[src/rtl/kntd_pkg.sv]
// Package for the keyed nibble text decipher: payload types, phase codes, key ROM and helpers.
`timescale 1ns / 1ps

package kntd_pkg;

    typedef struct packed {
        logic [7:0] cipher_char;
        logic       first;
    } t_in;

    typedef struct packed {
        logic [7:0] plain_byte;
        logic       last;
    } t_out;

    typedef enum logic [2:0] {
        PH_IDLE    = 3'd0,
        PH_START_L = 3'd1,
        PH_LEN0_H  = 3'd2,
        PH_LEN0_L  = 3'd3,
        PH_LEN1_H  = 3'd4,
        PH_LEN1_L  = 3'd5,
        PH_DATA_H  = 3'd6,
        PH_DATA_L  = 3'd7
    } t_phase;

    localparam int KEY_DEPTH = 256;

    // Key ROM: the ASCII codes of a 256-character hex text, entry 0 in the top byte.
    localparam logic [8*KEY_DEPTH-1:0] KEY_TEXT = {
        "0dc43e4ae9f86c17c4744ac5d94ebe8fcb8b6341916915155be5db4d2e991e20",
        "3a5510a0c4c9e4be40038b9ae1c88ffda6b04bf5ba6c74d1fc9f307d2d1f97fd",
        "682b5e46fdbaed95c526bb245cf1f25a5c39a044b7a732deebcc24153be35415",
        "843d41036c4555bc6061be4c46f94f3aa5a2bc374ecd75ab46cb2ee22ecafe28"
    };

    localparam logic [7:0] CHAR_LA   = 8'h61;
    localparam logic [7:0] CHAR_LF   = 8'h66;
    localparam logic [7:0] CHAR_UA   = 8'h41;
    localparam logic [7:0] CHAR_UF   = 8'h46;
    localparam logic [7:0] CHAR_ZERO = 8'h30;
    localparam logic [7:0] HEX_TEN   = 8'd10;

    function automatic logic [7:0] key_byte(input logic [7:0] idx);
        logic [7:0] rev;
        rev = 8'(KEY_DEPTH - 1) - idx;
        return KEY_TEXT[{rev, 3'b000} +: 8];
    endfunction

    function automatic logic [7:0] digit_value(input logic [7:0] c);
        logic [7:0] v;
        if (c >= CHAR_LA && c <= CHAR_LF) begin
            v = c - CHAR_LA + HEX_TEN;
        end else if (c >= CHAR_UA && c <= CHAR_UF) begin
            v = c - CHAR_UA + HEX_TEN;
        end else begin
            v = c - CHAR_ZERO;
        end
        return v;
    endfunction

    // Two-digit value wraps modulo 256, so only the low nibble of the high digit counts.
    function automatic logic [7:0] hex_pair(input logic [7:0] hi, input logic [7:0] lo);
        logic [7:0] dh;
        dh = digit_value(hi);
        return {dh[3:0], 4'b0000} + digit_value(lo);
    endfunction

    function automatic logic [3:0] letter_nibble(input logic [7:0] c);
        logic [7:0] d;
        d = c - CHAR_LA;
        return d[3:0];
    endfunction

endpackage

[src/rtl/keyed_nibble_text_decipher.sv]
// Top level of the keyed nibble text decipher: phase control, key XOR and output register.
// A plaintext byte is loaded into the output register in the cycle after its second
// character is transferred in. Throughput: one character per cycle while the input is not stalled.
// The input stalls only while a result waits in the output register and the sink stalls.
// Reset (synchronous, active low) clears the output valid and puts the decoder idle,
// ignoring characters until one arrives with first set.
`timescale 1ns / 1ps

module keyed_nibble_text_decipher
    import kntd_pkg::*;
(
    input  logic i_clk,
    input  logic i_rst_n,
    input  logic i_in_valid,
    output logic o_in_stall,
    input  t_in  i_in,
    output logic o_out_valid,
    input  logic i_out_stall,
    output t_out o_out
);

    t_phase     r_phase, n_phase;
    logic [7:0] r_key_pos, n_key_pos;
    logic [7:0] r_high_hold, n_high_hold;
    logic [7:0] r_len_hold, n_len_hold;
    logic [3:0] r_pending, n_pending;
    logic [7:0] r_remaining, n_remaining;
    logic       r_out_valid, n_out_valid;
    t_out       r_out, n_out;

    logic       in_fire;
    logic       res_valid;
    logic [7:0] pair_byte;
    logic [7:0] rem_dec;

    assign o_in_stall  = r_out_valid && i_out_stall;
    assign in_fire     = i_in_valid && !o_in_stall;
    assign o_out_valid = r_out_valid;
    assign o_out       = r_out;

    assign pair_byte = {r_pending, letter_nibble(i_in.cipher_char)} ^ key_byte(r_key_pos);
    assign rem_dec   = r_remaining - 8'd1;

    always_comb begin
        n_phase     = r_phase;
        n_key_pos   = r_key_pos;
        n_high_hold = r_high_hold;
        n_len_hold  = r_len_hold;
        n_pending   = r_pending;
        n_remaining = r_remaining;
        res_valid   = 1'b0;
        n_out       = r_out;
        if (in_fire) begin
            if (i_in.first) begin
                n_high_hold = i_in.cipher_char;
                n_phase     = PH_START_L;
            end else begin
                unique case (r_phase)
                    PH_IDLE: begin
                    end
                    PH_START_L: begin
                        n_key_pos = hex_pair(r_high_hold, i_in.cipher_char);
                        n_phase   = PH_LEN0_H;
                    end
                    PH_LEN0_H: begin
                        n_pending = letter_nibble(i_in.cipher_char);
                        n_phase   = PH_LEN0_L;
                    end
                    PH_LEN0_L: begin
                        n_len_hold = pair_byte;
                        n_key_pos  = r_key_pos + 8'd1;
                        n_phase    = PH_LEN1_H;
                    end
                    PH_LEN1_H: begin
                        n_pending = letter_nibble(i_in.cipher_char);
                        n_phase   = PH_LEN1_L;
                    end
                    PH_LEN1_L: begin
                        n_remaining = hex_pair(r_len_hold, pair_byte);
                        n_key_pos   = r_key_pos + 8'd1;
                        n_phase     = (n_remaining == 8'd0) ? PH_IDLE : PH_DATA_H;
                    end
                    PH_DATA_H: begin
                        n_pending = letter_nibble(i_in.cipher_char);
                        n_phase   = PH_DATA_L;
                    end
                    PH_DATA_L: begin
                        n_remaining      = rem_dec;
                        n_key_pos        = r_key_pos + 8'd1;
                        n_phase          = (rem_dec == 8'd0) ? PH_IDLE : PH_DATA_H;
                        res_valid        = 1'b1;
                        n_out.plain_byte = pair_byte;
                        n_out.last       = (rem_dec == 8'd0);
                    end
                endcase
            end
        end
        // Load a new result, or drop the old one once the sink takes it.
        if (res_valid) begin
            n_out_valid = 1'b1;
        end else if (r_out_valid && !i_out_stall) begin
            n_out_valid = 1'b0;
        end else begin
            n_out_valid = r_out_valid;
        end
    end

    always_ff @(posedge i_clk) begin
        if (!i_rst_n) begin
            r_phase     <= PH_IDLE;
            r_out_valid <= 1'b0;
        end else begin
            r_phase     <= n_phase;
            r_out_valid <= n_out_valid;
        end
    end

    always_ff @(posedge i_clk) begin
        r_key_pos   <= n_key_pos;
        r_high_hold <= n_high_hold;
        r_len_hold  <= n_len_hold;
        r_pending   <= n_pending;
        r_remaining <= n_remaining;
        r_out       <= n_out;
    end

    a_data_pair_emits: assert property (@(posedge i_clk) disable iff (!i_rst_n)
        (in_fire && !i_in.first && r_phase == PH_DATA_L) |=> r_out_valid)
        else $error("completed data pair produced no result");

    a_last_goes_idle: assert property (@(posedge i_clk) disable iff (!i_rst_n)
        (in_fire && !i_in.first && r_phase == PH_DATA_L && r_remaining == 8'd1)
        |=> (r_out_valid && r_out.last && r_phase == PH_IDLE))
        else $error("final byte not flagged or decoder not idle");

    a_data_has_count: assert property (@(posedge i_clk) disable iff (!i_rst_n)
        (r_phase == PH_DATA_H || r_phase == PH_DATA_L) |-> (r_remaining != 8'd0))
        else $error("data phase with zero bytes remaining");

    a_no_result_outside_data: assert property (@(posedge i_clk) disable iff (!i_rst_n)
        (!r_out_valid && !(in_fire && !i_in.first && r_phase == PH_DATA_L))
        |=> !r_out_valid)
        else $error("result appeared without a completed data pair");

endmodule

[config.mk]
export PLATFORM = sky130hd
export DESIGN_NAME = keyed_nibble_text_decipher
export DESIGN_NICKNAME = d
export VERILOG_FILES = /design/src/rtl/kntd_pkg.sv /design/src/rtl/keyed_nibble_text_decipher.sv
export SDC_FILE = /design/constraint.sdc
export NUM_CORES = 1
export LEC_CHECK = 0
export BUFFER_PORTS_ARGS = -buffer_cell sky130_fd_sc_hd__buf_2
export CAP_MARGIN = 25
export CORE_MARGIN = 5
export CORE_UTILIZATION = 55
export DETAILED_ROUTE_END_ITERATION = 8
export PLACE_DENSITY = 0.83
export SYNTH_ARGS = -nofsm -noshare
export SYNTH_HDL_FRONTEND = slang
export SYNTH_SLANG_ARGS = --single-unit
[constraint.sdc]
create_clock -name i_clk -period 6.3 [get_ports i_clk]
set_clock_uncertainty 0.15 [all_clocks]
set_input_delay 0.315 -clock i_clk [delete_from_list [all_inputs] [get_ports i_clk]]
set_output_delay 0.315 -clock i_clk [all_outputs]
set_load 0.01 [all_outputs]
; Word-level counts from Yosys, hierarchy flattened
; Index checks and enable logic that the tools add are counted.
[word_totals]
wordCells = 119
out_inout_bits = 11
ff_bits = 49
[op_classes]
n_addsub = 25
bitwise_logic = 2
reduce_logical = 28
n_eq_ne = 7
shifts = 1
n_mux = 31
n_lt_le_gt_ge = 16
[op_table]
columns = op, n
row1 = 2048-bit by 12-bit indexed part select with 8-bit output (first input constant), 1
row2 = 8-bit two-way mux, 10
row3 = 8-bit by 7-bit greater-or-equal comparator with 1-bit output (second input constant), 8
row4 = 8-bit by 7-bit less-or-equal comparator with 1-bit output (second input constant), 8
row5 = 4-bit two-way mux, 10
row6 = 8-bit by 4-bit adder with 8-bit output (second input constant), 4
row7 = 8-bit case mux with 2 select lines, 2
row8 = 8-bit by 7-bit subtractor with 8-bit output (second input constant), 4
row9 = 4-bit by 1-bit subtractor with 4-bit output (second input constant), 6
row10 = 3-bit case mux with 7 select lines, 1
row11 = 4-bit adder (second input constant), 4
row12 = 8-bit adder, 2
row13 = 8-bit logical NOT, 2
row14 = 8-bit by 6-bit subtractor with 8-bit output (second input constant), 2
row15 = 3-bit AND reduction, 5
row16 = 3-bit equality test (second input constant), 4
row17 = 1-bit logical AND, 11
row18 = 3-bit two-way mux, 3
row19 = 8-bit by 1-bit adder with 8-bit output (second input constant), 1
row20 = 8-bit nonzero test, 1
row21 = 8-bit by 1-bit subtractor with 8-bit output (second input constant), 1
row22 = 8-bit subtractor (first input constant), 1
row23 = 8-bit bitwise XOR, 1
row24 = 3-bit by 2-bit equality test with 1-bit output (second input constant), 2
row25 = 7 further kinds, 16

; Logic depth before layout (Yosys ltp)
[depth]
depth_word = 15
ltp_mapped = 29
mapped_depth_nobuf = 25

; Least setup slack after synthesis
; Ideal clock, no wire load.
[synth_timing]
path_kind = register to register
startpoint = register r_key_pos[0]
endpoint = register r_phase[2]
arrival_ns = 5.670
setup_time_ns = 0.115
path_stages_with_launch = 29
path_slack_ns = 0.366
t_required_ns = 6.035
cell_sequence = edfxtp_1 buf_2 inv_2 ha_1 clkbuf_1 or2_2 o21ai_0 mux4_2 a211o_1 a32oi_1 xnor2_1 inv_1 ha_1 nor3_2 a21oi_1 a211o_1 and2_1 buf_6 nor2_1 xnor2_1 ha_1 inv_1 fa_1 xnor2_1 nor4_1 nand3_1 mux2i_1 a31oi_1 o21a_1
[synth_between]
elab_chain_len = 15
elab_cells_between_ends = 24
[synth_lines]
columns = element, line
row1 = "start, declared", keyed_nibble_text_decipher.sv:23  ; logic [7:0] r_key_pos, n_key_pos;
row2 = "start signal, assigned", keyed_nibble_text_decipher.sv:119  ; r_key_pos <= n_key_pos;
row3 = 8-bit subtractor *, kntd_pkg.sv:46  ; rev = 8'(KEY_DEPTH - 1) - idx;
row4 = 2048-bit by 12-bit indexed part select with 8-bit output *, kntd_pkg.sv:47  ; return KEY_TEXT[{rev, 3'b000} +: 8];
row5 = 8-bit bitwise XOR *, keyed_nibble_text_decipher.sv:41  ; assign pair_byte = {r_pending, letter_nibble(i_in.cipher_char)} ^ key_byte(r_key_pos);
row6 = net pair_byte[4], keyed_nibble_text_decipher.sv:33  ; logic [7:0] pair_byte;
row7 = 8-bit by 7-bit subtractor with 8-bit output (tied with other cells), kntd_pkg.sv:55  ; v = c - CHAR_UA + HEX_TEN;
row8 = 8-bit by 4-bit adder with 8-bit output or 1-bit logical AND (tied branches), "kntd_pkg.sv:55, kntd_pkg.sv:54"
row9 = 8-bit two-way mux, kntd_pkg.sv:54  ; end else if (c >= CHAR_UA && c <= CHAR_UF) begin
row10 = 8-bit two-way mux *, kntd_pkg.sv:52  ; if (c >= CHAR_LA && c <= CHAR_LF) begin
row11 = 8-bit two-way mux *, keyed_nibble_text_decipher.sv:58  ; unique case (r_phase)
row12 = 8-bit two-way mux *, keyed_nibble_text_decipher.sv:54  ; if (i_in.first) begin
row13 = 8-bit two-way mux *, keyed_nibble_text_decipher.sv:53  ; if (in_fire) begin
row14 = 8-bit adder *, kntd_pkg.sv:66  ; return {dh[3:0], 4'b0000} + digit_value(lo);
row15 = 8-bit logical NOT *, keyed_nibble_text_decipher.sv:81  ; n_phase = (n_remaining == 8'd0) ? PH_IDLE : PH_DATA_H;
row16 = 3-bit two-way mux *, keyed_nibble_text_decipher.sv:81
row17 = 3-bit case mux with 7 select lines *, keyed_nibble_text_decipher.sv:58
row18 = 3-bit two-way mux *, keyed_nibble_text_decipher.sv:54
row19 = "end signal, assigned", keyed_nibble_text_decipher.sv:113  ; r_phase <= n_phase;
row20 = "end, declared", keyed_nibble_text_decipher.sv:22  ; t_phase r_phase, n_phase;
; The timed path passes the listed nets; every way through them passes the cells marked *. The select of a mux whose other input is x is not followed.
; A chain may end at the register's enable or synchronous reset.

; Worst setup path in the final report
[layout_timing]
startpoint = register r_key_pos[1]
endpoint = register r_phase[2]
[layout_between]
elab_chain_len = 15
elab_cells_between_ends = 24
[layout_lines]
columns = element, line
row1 = 8-bit subtractor *, kntd_pkg.sv:46
row2 = 2048-bit by 12-bit indexed part select with 8-bit output *, kntd_pkg.sv:47
row3 = 8-bit bitwise XOR *, keyed_nibble_text_decipher.sv:41
row4 = 8-bit by 7-bit subtractor with 8-bit output (tied with other cells), kntd_pkg.sv:55
row5 = 8-bit by 4-bit adder with 8-bit output or 1-bit logical AND (tied branches), "kntd_pkg.sv:55, kntd_pkg.sv:54"
row6 = 8-bit two-way mux, kntd_pkg.sv:54
row7 = 8-bit two-way mux *, kntd_pkg.sv:52
row8 = 8-bit two-way mux *, keyed_nibble_text_decipher.sv:58
row9 = 8-bit two-way mux *, keyed_nibble_text_decipher.sv:54
row10 = 8-bit two-way mux *, keyed_nibble_text_decipher.sv:53
row11 = 8-bit adder *, kntd_pkg.sv:66
row12 = 8-bit logical NOT *, keyed_nibble_text_decipher.sv:81
row13 = 3-bit two-way mux *, keyed_nibble_text_decipher.sv:81
row14 = 3-bit case mux with 7 select lines *, keyed_nibble_text_decipher.sv:58
row15 = 3-bit two-way mux *, keyed_nibble_text_decipher.sv:54
; Every way passes the cells marked *; elsewhere a longest branch is shown, timed or not. The select of a mux whose other input is x is not followed.

==> results.md <==
- WL met3: 2.793 mm
- DRT Wirelength: 20.82 mm
- VDD IR max: roughly 110 uV
- WP data required: about 6300 ps
- Endpoints failing setup: 0
- Die height: 116.2 um
- Most frequent cells in the layout: nand2_1, nor2_1, edfxtp_1, buf_4, ha_1
- Commonest non-fill, non-tap cell in the layout: nand2_1
- Syn Area/Cell: about 8 um^2
- Clock Path Buffers: 2
- Yosys warns: 0
- MaxCap Viol Count: 0
- Final Hold Violating Endpoints: 0
- Vias in the first global route: 6,166
- DRC: 0
- Critical Path Sink Type: flip-flop
- Post-Place Cells: ~900
- Post-synthesis cell type count: 82
- RSZ-0062 raised after global routing: no
- HPWL after DPL: between 15 and 20 mm
- Worst-margin pin slew: a little under 1000 ps
- Wl on met1: 7.991 mm
- Synth Instances: about 750
- Synth Net Count: between 800 and 900
- Min Tclk post-route: approximately 6000 ps
- P_leak: 2.594 nW
- Post-DR vias/cell: about 7.0
- Slew HR: between 30% and 40%
- Setup crit start kind: flip-flop
- CTS Buf Count: 5
- Fin crit share: between 90 and 100%
- Die area: 13,510 um^2
- Area delta synth->final: 9.115%
- Crit path cell chain: buf_4 -> ha_2 -> inv_1 -> mux4_2 -> o221ai_1 -> o2111ai_1 -> a32oi_2 -> xnor2_2 -> buf_4 -> ha_1 -> or3b_1 -> a221o_1 -> and2_1 -> nor2_1 -> xnor2_1 -> ha_1 -> inv_1 -> fa_1 -> nand2_1 -> nor4_4 -> nand3_1 -> mux2i_1 -> a31oi_1 -> o21a_1
- CTS sink cnt: 49
- Pwr per Cell Area: ~130 nW/um^2
- Starting Density: ~57%
- # H-tree levels: 2
- Core Region: roughly 11,000 um^2
- I/O pins: 24
- Mapped cell area: just over 6000 um^2
- Post-layout util: between 60% and 70%
- CP Data Arrival Time: a little over 6000 ps
- DRT antenna net count: 0
- Status: complete, no violations
- Global-route wire length before repair: roughly 33 mm
- Number of port buffers: 23
- Met2 WL: roughly 9.1 mm
- CP delay by family, top: compound AO/OA/AOI/OAI gates
- Drt pass-1 iters: 7
- Post-synth EDFFs: 45
- Setup_tns: 0 ps
- GR Overflow Total: 0
- Std cell rows: 38
- Tot GR Track Use: between 30% and 40%
- Worst skew pair latency: 300 ps
- Total vias in the final route: roughly 6,400
- CP peak stage delay: 510 ps
- Root Driver: clkbuf_16
- Fin cells: 910
- CTS tree: done
- Top routing layer used: met4
- Slowest cell on the critical path: fa_1
- Min-delay worst type: input pin to flip-flop
- Register area share after synthesis: about 23%
- F_max: between 0.15 and 0.2 GHz
- Number of diodes: 0
- Routed len/inst: 22.87 um
- Crit-path max FO: 11
- Nets: roughly 830
- Initial antenna violation count: 0
- Post-synth ARST share: 0%
- RePlAce Congestion: 1.073
- FF+latch count, synth: between 40 and 50
- Share of cells above drive strength 1: between 15 and 20%
- CP Buf/Inv Count: 4
- Reg clk slew, reported paths: 70 ps
- Pins over their slew limit: 0
- Crit Path Class: flip-flop to flip-flop
- Die width: between 100 and 150 um
- Hold buffer count at CTS: 0
- Largest net degree at the start of global routing: 85
- FILL cells: 913
- Top_reg_cell synth: edfxtp_1
- 1st-iter DRT viols: around 1,000
[worst paths after layout]
path | startpoint | endpoint | slack (ps) | cells after the start
worst max-delay path | r_key_pos[1] | r_phase[2] | 240 | 24
worst min-delay path | i_rst_n | o_out_valid | 110 | 2
worst max register to register | r_key_pos[1] | r_phase[2] | 240 | 24
worst min register to register | o_out_valid | o_out_valid | 460 | 3
[state kept, by name, indices dropped and copies added (netlist names)]
name         cells
o_out_valid      1
r_pending        4
r_remaining      8
r_len_hold       8
o_out            9
r_phase          3
r_key_pos        8
r_high_hold      8
[synth_stat cells (all sizes together) (8+ instances only)]
library cell / number / area [um^2]
nand2: 57 / 214.0
ha: 50 / 625.6
nor2: 50 / 190.2
edfxtp: 45 / 1351
a21oi: 43 / 215.2
o21ai: 43 / 215.2
inv: 41 / 153.9
xnor2: 40 / 357.8
buf: 35 / 219.0
nand3: 28 / 140.1
clkbuf: 26 / 97.59
nand2b: 25 / 156.4
nor3: 20 / 105.1
o211ai: 18 / 135.1
nor2b: 14 / 87.58
and2: 13 / 81.33
a211oi: 10 / 85.08
mux2i: 10 / 100.1
nor4: 10 / 62.56
o21a: 10 / 75.07
o311a: 9 / 90.09
a21o: 8 / 60.06
a31oi: 8 / 50.05
o221ai: 8 / 70.07
xor2: 8 / 70.07
[repair_timing]
item                                   in CTS  in global routing
setup endpoints to repair                   1                  3
setup buffers                               0                  4
endpoints found under the hold margin       0                  0
pin swaps                                   0                  2
gates resized for setup                     1                 15
[layer usage]
metal  GRT usage [%]  up-vias
met4           12.45        0
met3           8.290      107
met2           47.49      514
met5               0        -
met1           42.37     2942
li1                -     2837
[through the flow]
step           instance area [um^2]  setup WS [ps]  power (mW)  hold slack [ps]
6_report                       6770          235.9      0.9140            112.6
5_1_grt                        6770          17.45      0.9468            122.5
4_1_cts                        6673          97.39      0.8949            112.2
3_5_place_dp                   6526          157.9      0.6291            415.8
3_3_place_gp                   6526          304.9      0.6243            401.2
2_1_floorplan                  6205          365.6      0.5569            263.9
[kinds of logic (layout without fill, tap and decap cells)]
family                     count (synthesis)  in the layout  synth area share [%]
and+or+nand+nor                          254            254                 21.17
AOI/OAI and AO/OA                        230            230                 26.58
buffers and inverters                    102            119                 7.582
adders and majority gates                 52             52                 10.73
DFF                                       49             49                 23.07
xor gates and xnor gates                  48             48                 6.897
muxes                                     18             18                 3.973
[final cells by class]
type	instances	area [um^2]	area share, %
clock inverter	1	7.507	0.1109
inverter	41	153.9	2.273
timing repair buffer	70	493.0	7.281
multi-input combinational	602	4377	64.65
sequential	49	1431	21.14
tap	140	175.2	2.587
clock buffer	7	132.6	1.959
[power by group]
group | internal, mW | switching [mW] | total, mW
Combinational | 0.107 | 0.162 | 0.268
Clock | 0.148 | 0.124 | 0.272
Sequential | 0.366 | 0.00671 | 0.373
Total | 0.621 | 0.293 | 0.914
No activity file was read; power rests on OpenSTA's default activity.
